$ cat src/design/ofpc_pkg.sv
// Package: shared types, codes and policy helper functions for the fail-safe controller.
`default_nettype none
package ofpc_pkg;

    localparam int unsigned LANE_COUNT  = 16;
    localparam int unsigned CFG_IDX_W   = 3;
    localparam int unsigned CFG_DATA_W  = 48;

    // register indexes
    localparam logic [CFG_IDX_W-1:0] CFG_OUTPUT_COUNT = 3'd0;
    localparam logic [CFG_IDX_W-1:0] CFG_BOOT_REASON  = 3'd1;
    localparam logic [CFG_IDX_W-1:0] CFG_ENABLE_MASK  = 3'd2;
    localparam logic [CFG_IDX_W-1:0] CFG_BOOT_ACTIONS = 3'd3;
    localparam logic [CFG_IDX_W-1:0] CFG_COMM_ACTIONS = 3'd4;
    localparam logic [CFG_IDX_W-1:0] CFG_FAULT_ACTIONS = 3'd5;
    localparam logic [CFG_IDX_W-1:0] CFG_MANUAL_MASK  = 3'd6;
    localparam logic [CFG_IDX_W-1:0] CFG_SAFE_MASK    = 3'd7;

    // reason codes
    localparam logic [3:0] RSN_NONE         = 4'd0;
    localparam logic [3:0] RSN_BOOT         = 4'd1;
    localparam logic [3:0] RSN_COMM_LOSS    = 4'd2;
    localparam logic [3:0] RSN_FAULT        = 4'd3;
    localparam logic [3:0] RSN_WATCHDOG     = 4'd4;
    localparam logic [3:0] RSN_OFFLINE      = 4'd5;
    localparam logic [3:0] RSN_REVOKED      = 4'd6;
    localparam logic [3:0] RSN_UNAUTHORIZED = 4'd7;
    localparam logic [3:0] RSN_CFG_INVALID  = 4'd8;
    localparam logic [3:0] RSN_TEST         = 4'd9;

    // action codes
    localparam logic [2:0] ACT_OFF      = 3'd0;
    localparam logic [2:0] ACT_ON       = 3'd1;
    localparam logic [2:0] ACT_HOLD     = 3'd2;
    localparam logic [2:0] ACT_SNAPSHOT = 3'd3;
    localparam logic [2:0] ACT_SAFE     = 3'd4;

    typedef enum logic [1:0] {
        REQ_APPLY   = 2'd0,
        REQ_GUARD   = 2'd1,
        REQ_REARM   = 2'd2,
        REQ_STARTUP = 2'd3
    } t_req_e;

    typedef struct packed {
        logic [1:0] req_type;
        logic [3:0] output_index;
        logic [3:0] fault_reason;
        logic       value_in;
    } t_req;

    typedef struct packed {
        logic       accepted;
        logic       drive_value;
        logic       from_snapshot;
        logic       active_now;
        logic [3:0] reason_now;
        logic       last_value_now;
    } t_rsp;

    typedef struct packed {
        logic load_in;   // capture the input beat
        logic exec;      // update per-output state, load result register
    } t_dp_cmd;

    function automatic logic [2:0] act_code(input logic [CFG_DATA_W-1:0] packed_act,
                                            input logic [3:0] idx);
        logic [LANE_COUNT-1:0][2:0] lanes;
        lanes = packed_act;
        return lanes[idx];
    endfunction

    // reasons outside the classes fall back to hold
    function automatic logic [2:0] reason_action(input logic [3:0] reason,
                                                 input logic [2:0] boot_act,
                                                 input logic [2:0] comm_act,
                                                 input logic [2:0] fault_act);
        logic [2:0] act;
        case (reason) inside
            RSN_BOOT: act = boot_act;
            RSN_COMM_LOSS, RSN_OFFLINE, RSN_REVOKED, RSN_UNAUTHORIZED: act = comm_act;
            RSN_FAULT, RSN_WATCHDOG, RSN_CFG_INVALID, RSN_TEST: act = fault_act;
            default: act = ACT_HOLD;
        endcase
        return act;
    endfunction

    function automatic logic action_value(input logic [2:0] act, input logic value,
                                          input logic safe_bit);
        logic v;
        case (act) inside
            ACT_ON:                 v = 1'b1;
            ACT_HOLD, ACT_SNAPSHOT: v = value;
            ACT_SAFE:               v = safe_bit;
            default:                v = 1'b0;   // off, and the unused codes
        endcase
        return v;
    endfunction

endpackage
`default_nettype wire

$ cat src/design/ofpc_req_if.sv
// Interface: request channel (valid/ready plus request fields).
`default_nettype none
interface ofpc_req_if;
    logic       valid;
    logic       ready;
    logic [1:0] req_type;
    logic [3:0] output_index;
    logic [3:0] fault_reason;
    logic       value_in;

    modport source (output valid, req_type, output_index, fault_reason, value_in,
                    input ready);
    modport sink (input valid, req_type, output_index, fault_reason, value_in,
                  output ready);
endinterface
`default_nettype wire

$ cat src/design/ofpc_rsp_if.sv
// Interface: result channel (valid/ready plus result fields).
`default_nettype none
interface ofpc_rsp_if;
    logic       valid;
    logic       ready;
    logic       accepted;
    logic       drive_value;
    logic       from_snapshot;
    logic       active_now;
    logic [3:0] reason_now;
    logic       last_value_now;

    modport source (output valid, accepted, drive_value, from_snapshot, active_now,
                    reason_now, last_value_now, input ready);
    modport sink (input valid, accepted, drive_value, from_snapshot, active_now,
                  reason_now, last_value_now, output ready);
endinterface
`default_nettype wire

$ cat src/design/ofpc_cfg_if.sv
// Interface: configuration write channel (valid/ready, register index, data).
`default_nettype none
interface ofpc_cfg_if;
    logic        valid;
    logic        ready;
    logic [2:0]  index;
    logic [47:0] data;

    modport source (output valid, index, data, input ready);
    modport sink (input valid, index, data, output ready);
endinterface
`default_nettype wire

$ cat src/design/ofpc_ctrl.sv
// Controller: request sequencing (capture, execute) and result-valid tracking.
`default_nettype none
module ofpc_ctrl
    import ofpc_pkg::*;
(
    input  wire logic    i_clk,
    input  wire logic    i_rst_n,
    input  wire logic    i_in_valid,
    output logic         o_in_ready,
    output logic         o_out_valid,
    input  wire logic    i_out_ready,
    output t_dp_cmd      o_cmd
);

    typedef enum logic [1:0] {
        ST_IDLE = 2'b01,
        ST_EXEC = 2'b10
    } t_state_e;

    t_state_e r_state, n_state;
    logic     r_out_valid, n_out_valid;
    logic     exec_ok;

    // result slot is free, or its beat leaves this cycle
    assign exec_ok = !r_out_valid || i_out_ready;

    always_comb begin
        n_state       = r_state;
        n_out_valid   = r_out_valid;
        o_cmd.load_in = 1'b0;
        o_cmd.exec    = 1'b0;
        if (r_out_valid && i_out_ready) begin
            n_out_valid = 1'b0;
        end
        case (r_state)
            ST_IDLE: begin
                if (i_in_valid) begin
                    o_cmd.load_in = 1'b1;
                    n_state       = ST_EXEC;
                end
            end
            ST_EXEC: begin
                if (exec_ok) begin
                    o_cmd.exec  = 1'b1;
                    n_out_valid = 1'b1;
                    n_state     = ST_IDLE;
                end
            end
            default: n_state = ST_IDLE;
        endcase
    end

    always_ff @(posedge i_clk) begin
        if (!i_rst_n) begin
            r_state     <= ST_IDLE;
            r_out_valid <= 1'b0;
        end else begin
            r_state     <= n_state;
            r_out_valid <= n_out_valid;
        end
    end

    assign o_in_ready  = (r_state == ST_IDLE);
    assign o_out_valid = r_out_valid;

endmodule
`default_nettype wire

$ cat src/design/ofpc_datapath.sv
// Datapath: policy registers, per-output state stores and request evaluation.
`default_nettype none
module ofpc_datapath
    import ofpc_pkg::*;
#(
    parameter int unsigned OUTPUTS = 16
) (
    input  wire logic                  i_clk,
    input  wire logic                  i_rst_n,
    input  wire t_dp_cmd               i_cmd,
    input  wire t_req                  i_req,
    input  wire logic                  i_cfg_we,
    input  wire logic [CFG_IDX_W-1:0]  i_cfg_index,
    input  wire logic [CFG_DATA_W-1:0] i_cfg_data,
    output t_rsp                       o_rsp
);

    localparam int unsigned IW = (OUTPUTS > 1) ? $clog2(OUTPUTS) : 1;

    // policy registers
    logic [4:0]            r_out_count;
    logic [3:0]            r_boot_reason;
    logic [15:0]           r_enable;
    logic [CFG_DATA_W-1:0] r_boot_act;
    logic [CFG_DATA_W-1:0] r_comm_act;
    logic [CFG_DATA_W-1:0] r_fault_act;
    logic [15:0]           r_manual;
    logic [15:0]           r_safe;

    // per-output state
    logic       r_latch  [OUTPUTS];
    logic [3:0] r_reason [OUTPUTS];
    logic       r_value  [OUTPUTS];

    t_req r_req;
    t_rsp r_rsp;

    logic [3:0]    idx;
    logic [IW-1:0] ia;
    logic          found, en, man, safe_bit;
    logic          cur_latch, cur_value;
    logic [3:0]    cur_reason;
    logic [2:0]    act_apply, act_boot;
    logic          n_latch, n_value, wr_state;
    logic [3:0]    n_reason;
    t_rsp          n_rsp;

    assign idx      = r_req.output_index;
    assign ia       = idx[IW-1:0];
    assign found    = ({1'b0, idx} < r_out_count) && ({1'b0, idx} < 5'(OUTPUTS));
    assign en       = r_enable[idx];
    assign man      = r_manual[idx];
    assign safe_bit = r_safe[idx];

    assign cur_latch  = r_latch[ia];
    assign cur_reason = r_reason[ia];
    assign cur_value  = r_value[ia];

    assign act_apply = reason_action(r_req.fault_reason, act_code(r_boot_act, idx),
                                     act_code(r_comm_act, idx), act_code(r_fault_act, idx));
    assign act_boot  = reason_action(r_boot_reason, act_code(r_boot_act, idx),
                                     act_code(r_comm_act, idx), act_code(r_fault_act, idx));

    always_comb begin
        n_latch  = cur_latch;
        n_reason = cur_reason;
        n_value  = cur_value;
        n_rsp    = '0;
        case (t_req_e'(r_req.req_type))
            REQ_APPLY: begin
                if (en && (r_req.fault_reason inside {[RSN_BOOT:RSN_TEST]})) begin
                    n_rsp.accepted    = 1'b1;
                    n_rsp.drive_value = action_value(act_apply, r_req.value_in, safe_bit);
                    n_value           = n_rsp.drive_value;
                    n_reason          = r_req.fault_reason;
                    n_latch           = man;
                end
            end
            REQ_GUARD: begin
                n_rsp.drive_value = r_req.value_in;
                if (!(en && cur_latch && man)) begin
                    n_rsp.accepted = 1'b1;
                    n_value        = r_req.value_in;
                end
            end
            REQ_REARM: begin
                n_rsp.accepted = 1'b1;
                n_latch        = 1'b0;
                n_reason       = RSN_NONE;
            end
            default: begin
                n_rsp.accepted = 1'b1;
                if (!en) begin
                    n_rsp.drive_value   = r_req.value_in;
                    n_rsp.from_snapshot = 1'b1;
                    n_latch             = 1'b0;
                    n_reason            = RSN_NONE;
                end else begin
                    n_rsp.drive_value = action_value(act_boot, r_req.value_in, safe_bit);
                    n_reason          = r_boot_reason;
                    n_latch           = man;
                end
                n_value = n_rsp.drive_value;
            end
        endcase
        n_rsp.active_now     = n_latch;
        n_rsp.reason_now     = n_reason;
        n_rsp.last_value_now = n_value;
        if (!found) begin
            n_rsp = '0;
        end
    end

    assign wr_state = i_cmd.exec && found;

    // payload registers
    always_ff @(posedge i_clk) begin
        if (i_cmd.load_in) begin
            r_req <= i_req;
        end
        if (i_cmd.exec) begin
            r_rsp <= n_rsp;
        end
    end

    always_ff @(posedge i_clk) begin
        if (!i_rst_n) begin
            r_out_count   <= '0;
            r_boot_reason <= RSN_BOOT;
            r_enable      <= '1;
            r_boot_act    <= '0;
            r_comm_act    <= '0;
            r_fault_act   <= '0;
            r_manual      <= '0;
            r_safe        <= '0;
            for (int i = 0; i < OUTPUTS; i++) begin
                r_latch[i]  <= 1'b0;
                r_reason[i] <= RSN_NONE;
                r_value[i]  <= 1'b0;
            end
        end else begin
            if (i_cfg_we) begin
                case (i_cfg_index)
                    CFG_OUTPUT_COUNT:  r_out_count   <= i_cfg_data[4:0];
                    CFG_BOOT_REASON:   r_boot_reason <= i_cfg_data[3:0];
                    CFG_ENABLE_MASK: begin
                        r_enable <= i_cfg_data[15:0];
                        // outputs losing their policy drop latch and reason
                        for (int i = 0; i < OUTPUTS; i++) begin
                            if (r_enable[i] && !i_cfg_data[i]) begin
                                r_latch[i]  <= 1'b0;
                                r_reason[i] <= RSN_NONE;
                            end
                        end
                    end
                    CFG_BOOT_ACTIONS:  r_boot_act  <= i_cfg_data;
                    CFG_COMM_ACTIONS:  r_comm_act  <= i_cfg_data;
                    CFG_FAULT_ACTIONS: r_fault_act <= i_cfg_data;
                    CFG_MANUAL_MASK:   r_manual    <= i_cfg_data[15:0];
                    CFG_SAFE_MASK:     r_safe      <= i_cfg_data[15:0];
                    default: ;
                endcase
            end
            if (wr_state) begin
                r_latch[ia]  <= n_latch;
                r_reason[ia] <= n_reason;
                r_value[ia]  <= n_value;
            end
        end
    end

    assign o_rsp = r_rsp;

endmodule
`default_nettype wire

$ cat src/design/output_failsafe_policy_controller.sv
// Top level: per-output fail-safe policy controller with request, result and config channels.
//
// Each request beat addresses one output and yields exactly one result beat. A request
// is first captured, then evaluated: the policy is applied and that output's latch,
// reason and last value are updated; the input side is ready again right after, so a
// new request is captured only once the last one is evaluated. The result sits in an output
// register, and a new request is captured while it waits; evaluation of that request
// holds until the result register is taken. The configuration port is always ready and
// must only be written while no request is in flight. Indexes at or above output_count
// (or OUTPUTS) are refused with an all-zero result.
`default_nettype none
module output_failsafe_policy_controller
    import ofpc_pkg::*;
#(
    parameter int unsigned OUTPUTS = 16
) (
    input  wire logic i_clk,
    input  wire logic i_rst_n,
    ofpc_req_if.sink   i_req,
    ofpc_rsp_if.source o_rsp,
    ofpc_cfg_if.sink   i_cfg
);

    t_dp_cmd cmd;
    t_req    req;
    t_rsp    rsp;
    logic    cfg_we;

    assign req.req_type     = i_req.req_type;
    assign req.output_index = i_req.output_index;
    assign req.fault_reason = i_req.fault_reason;
    assign req.value_in     = i_req.value_in;

    assign i_cfg.ready = 1'b1;
    assign cfg_we      = i_cfg.valid;

    ofpc_ctrl u_ctrl (
        .i_clk       (i_clk),
        .i_rst_n     (i_rst_n),
        .i_in_valid  (i_req.valid),
        .o_in_ready  (i_req.ready),
        .o_out_valid (o_rsp.valid),
        .i_out_ready (o_rsp.ready),
        .o_cmd       (cmd)
    );

    ofpc_datapath #(
        .OUTPUTS (OUTPUTS)
    ) u_datapath (
        .i_clk       (i_clk),
        .i_rst_n     (i_rst_n),
        .i_cmd       (cmd),
        .i_req       (req),
        .i_cfg_we    (cfg_we),
        .i_cfg_index (i_cfg.index),
        .i_cfg_data  (i_cfg.data),
        .o_rsp       (rsp)
    );

    assign o_rsp.accepted       = rsp.accepted;
    assign o_rsp.drive_value    = rsp.drive_value;
    assign o_rsp.from_snapshot  = rsp.from_snapshot;
    assign o_rsp.active_now     = rsp.active_now;
    assign o_rsp.reason_now     = rsp.reason_now;
    assign o_rsp.last_value_now = rsp.last_value_now;

`ifndef SYNTHESIS
    a_busy_after_accept: assert property (@(posedge i_clk) disable iff (!i_rst_n)
        i_req.valid && i_req.ready |=> !i_req.ready)
        else $error("request side ready in the cycle after a capture");

    a_no_valid_after_reset: assert property (@(posedge i_clk)
        !i_rst_n |=> !o_rsp.valid)
        else $error("result valid right after reset");

    a_snapshot_fields: assert property (@(posedge i_clk) disable iff (!i_rst_n)
        o_rsp.valid && o_rsp.from_snapshot |-> o_rsp.accepted && !o_rsp.active_now
            && (o_rsp.reason_now == RSN_NONE) && (o_rsp.drive_value == o_rsp.last_value_now))
        else $error("snapshot startup result with inconsistent state fields");

    a_refused_no_snapshot: assert property (@(posedge i_clk) disable iff (!i_rst_n)
        o_rsp.valid && !o_rsp.accepted |-> !o_rsp.from_snapshot)
        else $error("refused result flagged as snapshot");
`endif

endmodule
`default_nettype wire
$ cat src/flat_wrapper.sv
// flat-port wrapper written by rule: the top's interface ports become plain ports
module output_failsafe_policy_controller_flat import ofpc_pkg::*;
#(
    parameter int unsigned OUTPUTS = 16
)
  (i_clk, i_rst_n, i_req_valid, i_req_req_type, i_req_output_index, i_req_fault_reason, i_req_value_in, i_req_ready, o_rsp_valid, o_rsp_accepted, o_rsp_drive_value, o_rsp_from_snapshot, o_rsp_active_now, o_rsp_reason_now, o_rsp_last_value_now, o_rsp_ready, i_cfg_valid, i_cfg_index, i_cfg_data, i_cfg_ready);
  ofpc_req_if i_req_i ();
  ofpc_rsp_if o_rsp_i ();
  ofpc_cfg_if i_cfg_i ();
  input  wire logic i_clk;
  input  wire logic i_rst_n;
  input wire logic [$bits(i_req_i.valid)-1:0] i_req_valid;
  input wire logic [$bits(i_req_i.req_type)-1:0] i_req_req_type;
  input wire logic [$bits(i_req_i.output_index)-1:0] i_req_output_index;
  input wire logic [$bits(i_req_i.fault_reason)-1:0] i_req_fault_reason;
  input wire logic [$bits(i_req_i.value_in)-1:0] i_req_value_in;
  output wire logic [$bits(i_req_i.ready)-1:0] i_req_ready;
  output wire logic [$bits(o_rsp_i.valid)-1:0] o_rsp_valid;
  output wire logic [$bits(o_rsp_i.accepted)-1:0] o_rsp_accepted;
  output wire logic [$bits(o_rsp_i.drive_value)-1:0] o_rsp_drive_value;
  output wire logic [$bits(o_rsp_i.from_snapshot)-1:0] o_rsp_from_snapshot;
  output wire logic [$bits(o_rsp_i.active_now)-1:0] o_rsp_active_now;
  output wire logic [$bits(o_rsp_i.reason_now)-1:0] o_rsp_reason_now;
  output wire logic [$bits(o_rsp_i.last_value_now)-1:0] o_rsp_last_value_now;
  input wire logic [$bits(o_rsp_i.ready)-1:0] o_rsp_ready;
  input wire logic [$bits(i_cfg_i.valid)-1:0] i_cfg_valid;
  input wire logic [$bits(i_cfg_i.index)-1:0] i_cfg_index;
  input wire logic [$bits(i_cfg_i.data)-1:0] i_cfg_data;
  output wire logic [$bits(i_cfg_i.ready)-1:0] i_cfg_ready;
  assign i_req_i.valid = i_req_valid;
  assign i_req_i.req_type = i_req_req_type;
  assign i_req_i.output_index = i_req_output_index;
  assign i_req_i.fault_reason = i_req_fault_reason;
  assign i_req_i.value_in = i_req_value_in;
  assign i_req_ready = i_req_i.ready;
  assign o_rsp_valid = o_rsp_i.valid;
  assign o_rsp_accepted = o_rsp_i.accepted;
  assign o_rsp_drive_value = o_rsp_i.drive_value;
  assign o_rsp_from_snapshot = o_rsp_i.from_snapshot;
  assign o_rsp_active_now = o_rsp_i.active_now;
  assign o_rsp_reason_now = o_rsp_i.reason_now;
  assign o_rsp_last_value_now = o_rsp_i.last_value_now;
  assign o_rsp_i.ready = o_rsp_ready;
  assign i_cfg_i.valid = i_cfg_valid;
  assign i_cfg_i.index = i_cfg_index;
  assign i_cfg_i.data = i_cfg_data;
  assign i_cfg_ready = i_cfg_i.ready;
  output_failsafe_policy_controller #(.OUTPUTS(OUTPUTS)) u_core (.i_clk(i_clk), .i_rst_n(i_rst_n), .i_req(i_req_i), .o_rsp(o_rsp_i), .i_cfg(i_cfg_i));
endmodule
$ cat config.mk
export PLATFORM = sky130hd
export DESIGN_NAME = output_failsafe_policy_controller_flat
export DESIGN_NICKNAME = d
export VERILOG_FILES = /design/src/design/ofpc_pkg.sv /design/src/design/ofpc_req_if.sv /design/src/design/ofpc_rsp_if.sv /design/src/design/ofpc_cfg_if.sv /design/src/design/ofpc_ctrl.sv /design/src/design/ofpc_datapath.sv /design/src/design/output_failsafe_policy_controller.sv /design/src/flat_wrapper.sv
export SDC_FILE = /design/constraint.sdc
export NUM_CORES = 1
export LEC_CHECK = 0
export BUFFER_PORTS_ARGS = -buffer_cell sky130_fd_sc_hd__buf_4
export CORE_MARGIN = 3
export CORE_UTILIZATION = 45
export CTS_CLUSTER_DIAMETER = 30
export DETAILED_ROUTE_END_ITERATION = 16
export HOLD_SLACK_MARGIN = 0.12
export PLACE_DENSITY = 0.7
export SLEW_MARGIN = 40
export SYNTH_ARGS = -nofsm -noshare
export SYNTH_HDL_FRONTEND = slang
export SYNTH_SLANG_ARGS = --single-unit
$ cat constraint.sdc
create_clock -name i_clk -period 6.1 [get_ports i_clk]
set_input_delay 0 -clock i_clk [delete_from_list [all_inputs] [get_ports i_clk]]
set_output_delay 0 -clock i_clk [all_outputs]
set_load 0.02 [all_outputs]
Yosys cells after proc, flatten, opt, wreduce, memory -nomap -nowiden
Memories as Yosys holds them, arrays and structs flattened. A register that Yosys moved wholly into a read port is not among the register bits.
Index checks and enable logic that the tools add are counted.
- output and inout port bits: 12
- bits in writable memories: 96
- register bits after elaboration: 224
- input port bits: 67
- memories kept: 3
- word-level logic and storage cells: 329
- memory list (memory ; depth ; bits a word ; rd ports ; clocked after memory_dff ; wr ports ; RTL line ; RTL):
    u_core.u_datapath.r_reason ; 16 ; 4 ; 1 ; 1 ; 17 ; ofpc_datapath.sv:32 ; logic [3:0] r_reason [OUTPUTS];
    u_core.u_datapath.r_latch ; 16 ; 1 ; 1 ; 1 ; 17 ; ofpc_datapath.sv:31 ; logic r_latch [OUTPUTS];
    u_core.u_datapath.r_value ; 16 ; 1 ; 1 ; 1 ; 16 ; ofpc_datapath.sv:33 ; logic r_value [OUTPUTS];
- eq/ne operators: 39
- muxes and demuxes: 171
- bitwise operators: 33
- magnitude comparators: 4
- reductions and logical operators: 59
- operators with widths (kind ; number):
    2-to-1 mux 1 bit ; 125
    2-to-1 mux 4 bit ; 22
    binary-select mux 3 bit (select 4 bit) ; 3
    equality test 4 x 3 -> 1 bit (second input constant) ; 8
    bitwise OR 1 bit ; 32
    2-to-1 mux 3 bit ; 9
    logical AND 1 bit ; 22
    OR reduction 4 bit ; 5
    equality test 3 x 2 -> 1 bit (second input constant) ; 6
    equality test 3 bit (second input constant) ; 6
    AND reduction 2 bit ; 9
    logical NOT 1 bit ; 17
    equality test 4 x 2 -> 1 bit (second input constant) ; 4
    equality test 4 bit (second input constant) ; 4
    binary-select mux 1 bit (select 4 bit) ; 3
    case mux 4 bit (3 select lines) ; 1
    equality test 3 x 1 -> 1 bit (second input constant) ; 3
    case mux 1 bit (3 select lines) ; 3
    equality test 4 x 1 -> 1 bit (second input constant) ; 2
    2-to-1 mux 2 bit ; 3
    < comparator 4 x 5 -> 1 bit ; 1
    < comparator 4 x 5 -> 1 bit (second input constant) ; 1
    equality test 2 x 1 -> 1 bit (second input constant) ; 2
    equality test 2 bit (second input constant) ; 2
    other kinds (11) ; 13

Longest topological paths before layout
Gate-level depths: netlist of the first run.
- word-level depth: 12
- depth in mapped cells: 12

Modules after synthesis
From an unflattened synthesis of the first run, not the netlist that was laid out.
- cells, all modules: 1506
- area, all modules: 15190.8 sq um
- modules (own cells, without submodules) (module ; cells an instance ; area each (sq um) ; times used):
    ofpc_datapath ; 1492 ; 15053.2 ; 1
    ofpc_ctrl ; 12 ; 126.4 ; 1
    output_failsafe_policy_controller ; 2 ; 11.3 ; 1

Least setup slack after synthesis of the first run
Ideal clock, no wire load.
- path kind: register -> register
- start: register u_core.u_datapath.r_req (netlist bit u_core.u_datapath.ia[1])
- end: register u_core.u_datapath.r_rsp (netlist bit u_core.u_datapath.o_rsp[1]) (data pin)
- arrival time: 2.506 ns
- required time: 5.828 ns
- stages on the path, launching flop included: 11
- slack: 3.321 ns
- path buffers: 2
- period minus slack after synthesis: 2.779 ns
- cell sequence: edfxtp_1 buf_6 mux4_2 mux4_2 nand3_1 or2_2 mux2i_1 nor2_1 a21oi_2 buf_4 nor2_1
- longest elaborated chain between the ends: 5
- elaborated cells on any way between the ends: 7
- those cells by class: 1 x order compare; 5 x mux; 1 x reduce/logical
- RTL lines (what ; RTL line ; RTL):
    start: declaration ; ofpc_datapath.sv:35 ; t_req r_req;
    start signal: assignment ; ofpc_datapath.sv:119 ; r_req <= i_req;
    binary-select mux 1 bit (select 4 bit) ; ofpc_datapath.sv:51 ; assign en = r_enable[idx];
    2-to-1 mux 1 bit (implied by the code) ; ofpc_datapath.sv:51 ;
    logical AND 1 bit ; ofpc_datapath.sv:71 ; if (en && (r_req.fault_reason inside {[RSN_BOOT:RSN_TEST]})) begin
    2-to-1 mux 4 bit ; ofpc_datapath.sv:71 ;
    case mux 4 bit (3 select lines) ; ofpc_datapath.sv:69 ; case (t_req_e'(r_req.req_type))
    end signal: assignment ; ofpc_datapath.sv:122 ; r_rsp <= n_rsp;
    end: declaration ; ofpc_datapath.sv:36 ; t_rsp r_rsp;
Several ways; a longest one is shown, not always the timed one. The select of a mux whose other input is x is not followed.
A chain may end at the register's enable or synchronous reset.

Final worst setup path of the first run
- start: register u_core.u_datapath.r_req (netlist bit u_core.u_datapath.ia[0])
- end: register u_core.u_datapath.r_rsp (netlist bit u_core.u_datapath.o_rsp[7]) (data pin)
- longest elaborated chain between the ends: 11
- elaborated cells on any way between the ends: 37
- those cells by class: 1 x order compare; 8 x eq/ne; 25 x mux; 3 x reduce/logical
- RTL lines (what ; RTL line ; RTL):
    binary-select mux 3 bit (select 4 bit) ; ofpc_pkg.sv:70 ; return lanes[idx];
    2-to-1 mux 3 bit (implied by the code) ; ofpc_pkg.sv:70 ;
    2-to-1 mux 3 bit (3 in series) ; ofpc_pkg.sv:79 ; case (reason) inside
    equality test 3 bit (tied with other cells) ; ofpc_datapath.sv:99 ; n_rsp.drive_value = action_value(act_boot, r_req.value_in, safe_bit);
    2-to-1 mux 1 bit or OR reduction 2 bit (tied branches) ; ofpc_pkg.sv:91 ; case (act) inside
    2-to-1 mux 1 bit (2 in series) ; ofpc_pkg.sv:91 ;
    2-to-1 mux 1 bit or 2-to-1 mux 2 bit (tied branches) ; ofpc_datapath.sv:93, ofpc_datapath.sv:71 ;
    case mux 1 bit (3 select lines) ; ofpc_datapath.sv:69 ;
Several ways; a longest one is shown, not always the timed one. The select of a mux whose other input is x is not followed.

==> results of run 1 <==
[worst max-delay path: stages, from the launching register on]
cell and delay (ns):
edfxtp_1 0.55, buf_4 0.33, and2_1 0.72, a22oi_1 0.40
a21oi_1 0.24, a211oi_1 0.09, nor3_1 0.23, mux2i_1 0.38
a2bb2oi_4 0.53, a21oi_1 0.13
[layer usage]
layer / vias to the layer above / share of wire
met5: - / 0
met1: 5992 / 0.44
met3: 72 / 0.064
met4: 0 / 0.022
met2: 473 / 0.47
li1: 5826 / -
[power by group through the flow]
stage	combinational [mW]	clock (mW)	sequential (mW)
after floorplan	0.348	0	2.33
after global placement	0.489	0	2.36
after detailed placement	0.499	0	2.36
after CTS	0.536	3.77	2.32
after global routing	0.586	3.89	2.33
final	0.547	3.73	2.32
[worst paths after layout]
| path | start | to | slack, ns |
|---|---|---|---|
| worst max-delay path | u_core.u_datapath.ia[0]$_DFFE_PP_ | u_core.u_datapath.o_rsp[7]$_SDFFCE_PP0P_ | 2.20 |
| worst min-delay path | i_req_req_type[1] | u_core.u_datapath.r_req[10]$_DFFE_PP_ | 0.16 |
| worst max register to register | u_core.u_datapath.ia[0]$_DFFE_PP_ | u_core.u_datapath.o_rsp[7]$_SDFFCE_PP0P_ | 2.20 |
| worst min register to register | u_core.u_datapath.r_comm_act[16]$_SDFFE_PN0P_ | u_core.u_datapath.r_comm_act[16]$_SDFFE_PN0P_ | 0.46 |
[cell families after synthesis]
family / count (synthesis)
AND/OR/NAND/NOR: 654
AO/OA/AOI/OAI: 329
flip-flops: 324
buffers and inverters: 154
multiplexers: 136
adder cells (fa/ha/maj): 3
other: 1
[cell usage in the layout, fill, tap and decap left out, types with 7 or more instances in the layout]
master	n
nand2_1	430
dfxtp_1	232
a21boi_0	177
nor2_1	103
buf_4	97
mux2i_1	91
edfxtp_1	91
clkbuf_16	72
dlygate4sd3_1	69
mux4_2	42
a22oi_1	41
nand3_1	30
inv_1	25
nor2b_1	21
nand2b_1	18
o211ai_1	18
o21ai_0	13
a21oi_1	12
o31a_1	11
a22oi_2	9
clkinv_2	9
and2_1	7
inv_6	7
[per-stage QoR]
step                      hold WS, ns   util  power (mW)
after floorplan                0.0989      -        2.68
after global placement          0.180  0.486        2.85
after CTS                       0.133  0.581        6.63
final                           0.163  0.583        6.60
after detailed placement        0.181  0.488        2.86
after global routing            0.161  0.583        6.81
[flip-flops by register name, indices dropped and copies added, names as in the netlist, named ones only]
signal,count
u_core.u_ctrl.r_state,2
u_core.u_datapath.r_safe,16
u_core.u_datapath.r_manual,16
u_core.u_ctrl.o_out_valid,1
u_core.u_datapath.r_enable,16
u_core.u_datapath.r_req,7
u_core.u_datapath.r_boot_act,48
u_core.u_datapath.r_latch,16
u_core.u_datapath.ia,4
u_core.u_datapath.r_out_count,5
u_core.u_datapath.r_boot_reason,4
u_core.u_datapath.r_fault_act,48
u_core.u_datapath.r_comm_act,48
u_core.u_datapath.r_reason,64
u_core.u_datapath.o_rsp,9
u_core.u_datapath.r_value,16
[cell type report]
cell class                 count  area, um^2
fill                        2777       13800
sequential                   324        7400
multi-input combinational   1123        7320
clock buffer                  83        1900
timing repair buffer         171        1500
tap                          442         553
clock inverter                39         477
inverter                      26        97.6
==> run_results.csv, run 1 <==
group,metric,value,unit
synthesis,synth_cell_types,59,
power,peakVddDrop,247,uV
synthesis,yosysTopAreaCellShare,0.305,
detailed_routing,wirelength,44200,um
timing,max_slew.worst_pin.slew,0.848,ns
global_route,met2_usage,0.385,
timing,drv_slew,0,
clock_network,cts_resized,0,
global_route,grt_first_pass_wirelength,69000,um
placement,pre_cts_ws,2.18,ns
critical_path,crit_arrival,4.19,ns
detailed_routing,via_per_inst,5.60,
synthesis,synth-xor-area-share,0,
synthesis,synth_top_family_by_area,"simple AND/OR/NAND/NOR gates",
placement,gp_congestion,0.899,
synthesis,ys_ff_latch,324,
final_layout,fin_area,0.0192,mm^2
detailed_routing,num_vias,12363,
synthesis,ys_seq_area_frac,0.483,
synthesis,ys_warn_count,0,
global_route,grt_max_degree,147,
timing,setup_viol,0,
placement,hpwlAfterDp,28700,um
timing,fin_crit_sh,0.639,
die,die_x,190,um
synthesis,syn_inst,1601,
die,io_pins,79,
die,coreArea,0.0330,mm^2
die,placementRows,66,
power,leakagePower,7.06,nW
clock_network,numCtsBuffers,68,
timing,fin_crit,3.90,ns
clock_network,cts_sinks,324,
power,p_clk_frac,0.565,
detailed_routing,first_pass_iters,5,
critical_path,worstPathRequired,6.39,ns
global_route,grt.busiest_layer,"met2",
synthesis,synthSimpleGateAreaFrac,0.177,
clock_network,cts-root-buf,"clkbuf_16",
timing,skew,0.0400,ns
power,power_frac_seq,0.352,
global_route,use_met1,0.343,
global_route,grt_pass1_vias,11954,
critical_path,worst_setup_path_start_kind,"flop",
final_layout,final_cell_count_no_fill,2208,
global_route,gr-total-overflow,0,
power,comb_power_share,0.083,
die,die_h,190,um
global_route,gr-usage-met3,0.0368,
final_layout,antenna_cells,0,
synthesis,synthTopCellsByCount,"nand2_1, dfxtp_1, a21boi_0",
detailed_routing,drtIter0Drc,1148,
synthesis,yosysMostFrequentCell,"nand2_1",
status,outcome,"finished clean",
detailed_routing,drtAntennaViolNets,0,
detailed_routing,wl_per_cell,20.0,um
clock_network,cts_tree,"done",
synthesis,synth_area,0.0153,mm^2
critical_path,crit_path_end_kind,"flop",
placement,dpl.cell_count,2016,
global_route,grt_use_total,0.242,
die,die_area,0.0363,mm^2
timing,setup_tns,0,ns
power,p_switching,1.66,mW
clock_network,cts.clk_slew.worst_paths,0.05,ns
synthesis,synth_edf_count,91,
synthesis,synthTopCellsByArea,"dfxtp_1, edfxtp_1, nand2_1, a21boi_0, mux4_2",
synthesis,synth_compound_area_frac,0.167,
synthesis,synthAdderAreaFrac,0.00245,
detailed_routing,drc,0,
critical_path,reg2regPathDepth,9,
final_layout,drive_above_1_share,0.170,
synthesis,synthArstFlopShare,0,
timing,setup_slack,2.20,ns
synthesis,post-synth-top-area-cell,"dfxtp_1",
synthesis,post_synth_mux_area_share,0.124,
placement,io_buffers,77,
clock_network,cts_hold_buf,68,
clock_network,htree_levels,3,
timing,grt_setup_unrepaired,"no",
clock_network,cts_max_path_buffers,3,
synthesis,syn_area_per_cell,9.56,um^2
critical_path,crit_type,"reg2reg",
final_layout,fin_nets,1784,
min_path,hold_class,"in2reg",
timing,finalHoldViolations,0,
min_path,hold_path_depth,2,
power,p_int,4.94,mW
clock_network,cts_setup_buffers,0,
clock_network,clock_latency,0.57,ns
placement,placed_area,0.0161,mm^2
timing,timing.fmax,0.256,GHz
global_route,antenna_found_initial,0,
run,cap_violations,0,
synthesis,synth_nets,1671,
power,p_per_area,343,mW/mm^2
synthesis,ys.flop_type,"dfxtp_1",
timing,max_slew_margin,0.434,
power,power_switching_share,0.252,
final_layout,synthToLayoutAreaGrowth,25.7,%
die,start_util,0.463,
critical_path,critPathMaxFanout,18,
Power figures use the tool's default switching activity.
==> run 2: changes to the inputs <==
ABC_AREA = 1   (was unset)
PLACE_DENSITY = 0.72   (was 0.7)
clock period = 3.55 ns   (was 6.1 ns; I/O delays follow)
==> run 2 against run 1 <==
First-iteration DRC count grew 26%. Worst hold slack improved by 0.0063 ns. Routed wire length increased by 1.7%. Via count rose by 13%. Largest cell class unchanged. Global-route usage up 0.90 points. Cell count is 16% higher. Register-to-register slack lost 1.6 ns. Combinational power rose by 92%. Critical path depth rose by 2. Clock skew fell by 0.012 ns. Non-clock buffer count up 8. Sequential share of layout area grew 0.88 points.
==> run_results.csv, run 2 <==
group,metric,value,unit
status,outcome,"finished clean",
die,die_h,186,um
final_layout,final_cell_count_no_fill,2555,
detailed_routing,first_pass_iters,6,
timing,max_slew.worst_pin.slew,0.850,ns
critical_path,cpLargestDelayFamily,"simple AND/OR/NAND/NOR gates",
placement,io_buffers,77,
critical_path,cp_cell_sequence,"ha_1 -> a21o_1 -> a22oi_1 -> nand2_1 -> inv_1 -> nand3_1 -> nor2_1 -> inv_1 -> nor2_1 -> inv_1 -> nand3_1",
final_layout,antenna_cells,0,
timing,fin_crit_sh,0.834,
synthesis,synth_nets,2002,
final_layout,synthToLayoutAreaGrowth,28.4,%
critical_path,reg2regPathDepth,11,
clock_network,cts_tree,"done",
die,start_util,0.461,
power,leakagePower,8.19,nW
detailed_routing,drtIter0Drc,1445,
synthesis,synthArstFlopShare,0,
placement,dpl.cell_count,2356,
timing,timing.fmax,0.338,GHz
synthesis,synth_area,0.0147,mm^2
clock_network,cts_setup_buffers,0,
critical_path,worst_setup_path_start_kind,"flop",
global_route,antenna_found_initial,0,
synthesis,ys.flop_type,"dfxtp_1",
timing,max_slew_margin,0.433,
detailed_routing,drc,0,
timing,fin_crit,2.96,ns
final_layout,fin_nets,2134,
clock_network,cts_resized,0,
critical_path,worstPathBufferInverterCount,3,
synthesis,synth_edf_count,91,
die,die_area,0.0348,mm^2
global_route,grt_max_degree,120,
critical_path,worstPathRequired,3.78,ns
die,io_pins,79,
detailed_routing,drtAntennaViolNets,0,
timing,drv_slew,0,
power,p_per_area,642,mW/mm^2
global_route,grt_first_pass_wirelength,71500,um
clock_network,cts.clk_slew.worst_paths,0.05,ns
critical_path,path_depth,11,
global_route,gr-total-overflow,0,
timing,setup_viol,0,
clock_network,cts_sinks,324,
final_layout,final_common_cell,"nand2_1",
synthesis,ys_warn_count,0,
global_route,grt_use_total,0.251,
synthesis,syn_inst,1932,
placement,hpwlAfterDp,27500,um
die,coreArea,0.0318,mm^2
clock_network,htree_levels,3,
critical_path,crit_path_frequent_cell,"inv_1",
timing,grt_setup_unrepaired,"no",
final_layout,top_register,"u_core.u_datapath.r_reason",
clock_network,cts_hold_buf,73,
detailed_routing,via_per_inst,5.49,
critical_path,critPathMaxFanout,9,
timing,finalHoldViolations,0,
synthesis,yosysTopAreaCellShare,0.318,
placement,gp_congestion,0.861,
synthesis,synthTopCellsByCount,"nand2_1, nor2_1, o21ai_0",
min_path,whs_endpoint,"u_core.u_datapath.r_req[2]$_DFFE_PP_",
power,peakVddDrop,431,uV
min_path,hold_class,"in2reg",
clock_network,cts_max_path_buffers,3,
synthesis,synthTopCellsByArea,"dfxtp_1, edfxtp_1, nand2_1, o21ai_0, nor2_1",
critical_path,crit_path_end_kind,"flop",
critical_path,crit_arrival,3.19,ns
synthesis,yosysMostFrequentCell,"nand2_1",
synthesis,ys_seq_area_frac,0.505,
timing,skew,0.0285,ns
synthesis,post-synth-top-area-cell,"dfxtp_1",
final_layout,utilization,0.592,
detailed_routing,num_vias,14031,
critical_path,crit_type,"reg2reg",
detailed_routing,wirelength,44900,um
critical_path,rrSetupSlack,0.59,ns
die,die_x,186,um
critical_path,critPathMaxStageDelay,0.43,ns
min_path,hp-start,"i_req_fault_reason[1]",
critical_path,r2r-end,"u_core.u_datapath.r_reason[11][0]$_SDFFCE_PN0P_",
synthesis,ys_ff_latch,324,
final_layout,largest_reg_flops,64,
clock_network,cts-root-buf,"clkbuf_16",
run,cap_violations,0,
final_layout,mostFrequentLayoutCells,"nand2_1, nor2_1, o21ai_0",
critical_path,r2r-start,"u_core.u_datapath.ia[2]$_DFFE_PP_",
min_path,hold_path_depth,2,
detailed_routing,wl_per_cell,17.6,um
final_layout,drive_above_1_share,0.120,
die,placementRows,65,
clock_network,clock_latency,0.58,ns
synthesis,synth_cell_types,42,
clock_network,numCtsBuffers,68,
synthesis,syn_area_per_cell,7.59,um^2
global_route,grt_pass1_vias,13771,
critical_path,cpMaxStageDelayCell,"edfxtp_1",
timing,setup_tns,0,ns
run 2: logic make-up after synthesis:
| logic type | count (synthesis) | share of synthesized area |
|---|---|---|
| multiplexers | 16 | 0.0109 |
| other | 1 | 0.000256 |
| buffers and inverters | 249 | 0.0707 |
| flip-flops | 324 | 0.505 |
| adder cells (fa/ha/maj) | 3 | 0.00256 |
| AO/OA/AOI/OAI | 469 | 0.174 |
| AND/OR/NAND/NOR | 870 | 0.236 |
run 2: layout make-up:
| class | instances | area [um^2] |
|---|---|---|
| clock buffers | 82 | 1850 |
| clock inverters | 44 | 729 |
| fillers | 2697 | 13000 |
| inverters | 132 | 498 |
| multi-input cells | 1359 | 6240 |
| flip-flops and latches | 324 | 7400 |
| well taps | 435 | 544 |
| repair buffers | 179 | 1550 |
run 2: through the flow:
step	area [um^2]	hold slack, ns	power (mW)	setup WS [ns]
6_report	18800	0.170	12.1	0.589
5_1_grt	18800	0.166	12.4	0.341
4_1_cts	18800	0.158	12.1	0.629
3_5_place_dp	15500	0.179	5.05	0.661
3_3_place_gp	15500	0.180	5.03	0.657
2_1_floorplan	14700	0.0989	4.70	1.19
run 2: layer usage:
layer  vias up  track usage  part of all wire
met5         -            0                 0
met3       151       0.0361             0.064
li1       6654            -                 -
met4         0        0.129             0.049
met1      6613        0.305              0.40
met2       613        0.435              0.49
run 2: how the worst max path moves through the flow:
stage,from,to
global route,u_core.u_datapath.ia[2]$_DFFE_PP_,u_core.u_datapath.r_reason[11][0]$_SDFFCE_PN0P_
global placement,u_core.u_datapath.ia[3]$_DFFE_PP_,u_core.u_datapath.r_reason[7][2]$_SDFFCE_PN0P_
CTS,u_core.u_datapath.ia[2]$_DFFE_PP_,u_core.u_datapath.r_reason[11][0]$_SDFFCE_PN0P_
finish,u_core.u_datapath.ia[2]$_DFFE_PP_,u_core.u_datapath.r_reason[11][0]$_SDFFCE_PN0P_
detailed placement,u_core.u_datapath.ia[2]$_DFFE_PP_,u_core.u_datapath.r_reason[7][2]$_SDFFCE_PN0P_
floorplan,u_core.u_datapath.ia[2]$_DFFE_PP_,u_core.u_datapath.r_reason[7][0]$_SDFFCE_PN0P_
run 2: where the power goes:
group / total [mW] / leakage [nW] / switching [mW] / internal (mW)
Combinational: 1.05 / 4.15 / 0.705 / 0.348
Sequential: 4.02 / 2.82 / 0.0808 / 3.94
Clock: 7.00 / 1.22 / 2.26 / 4.74
Total: 12.1 / 8.19 / 3.04 / 9.03
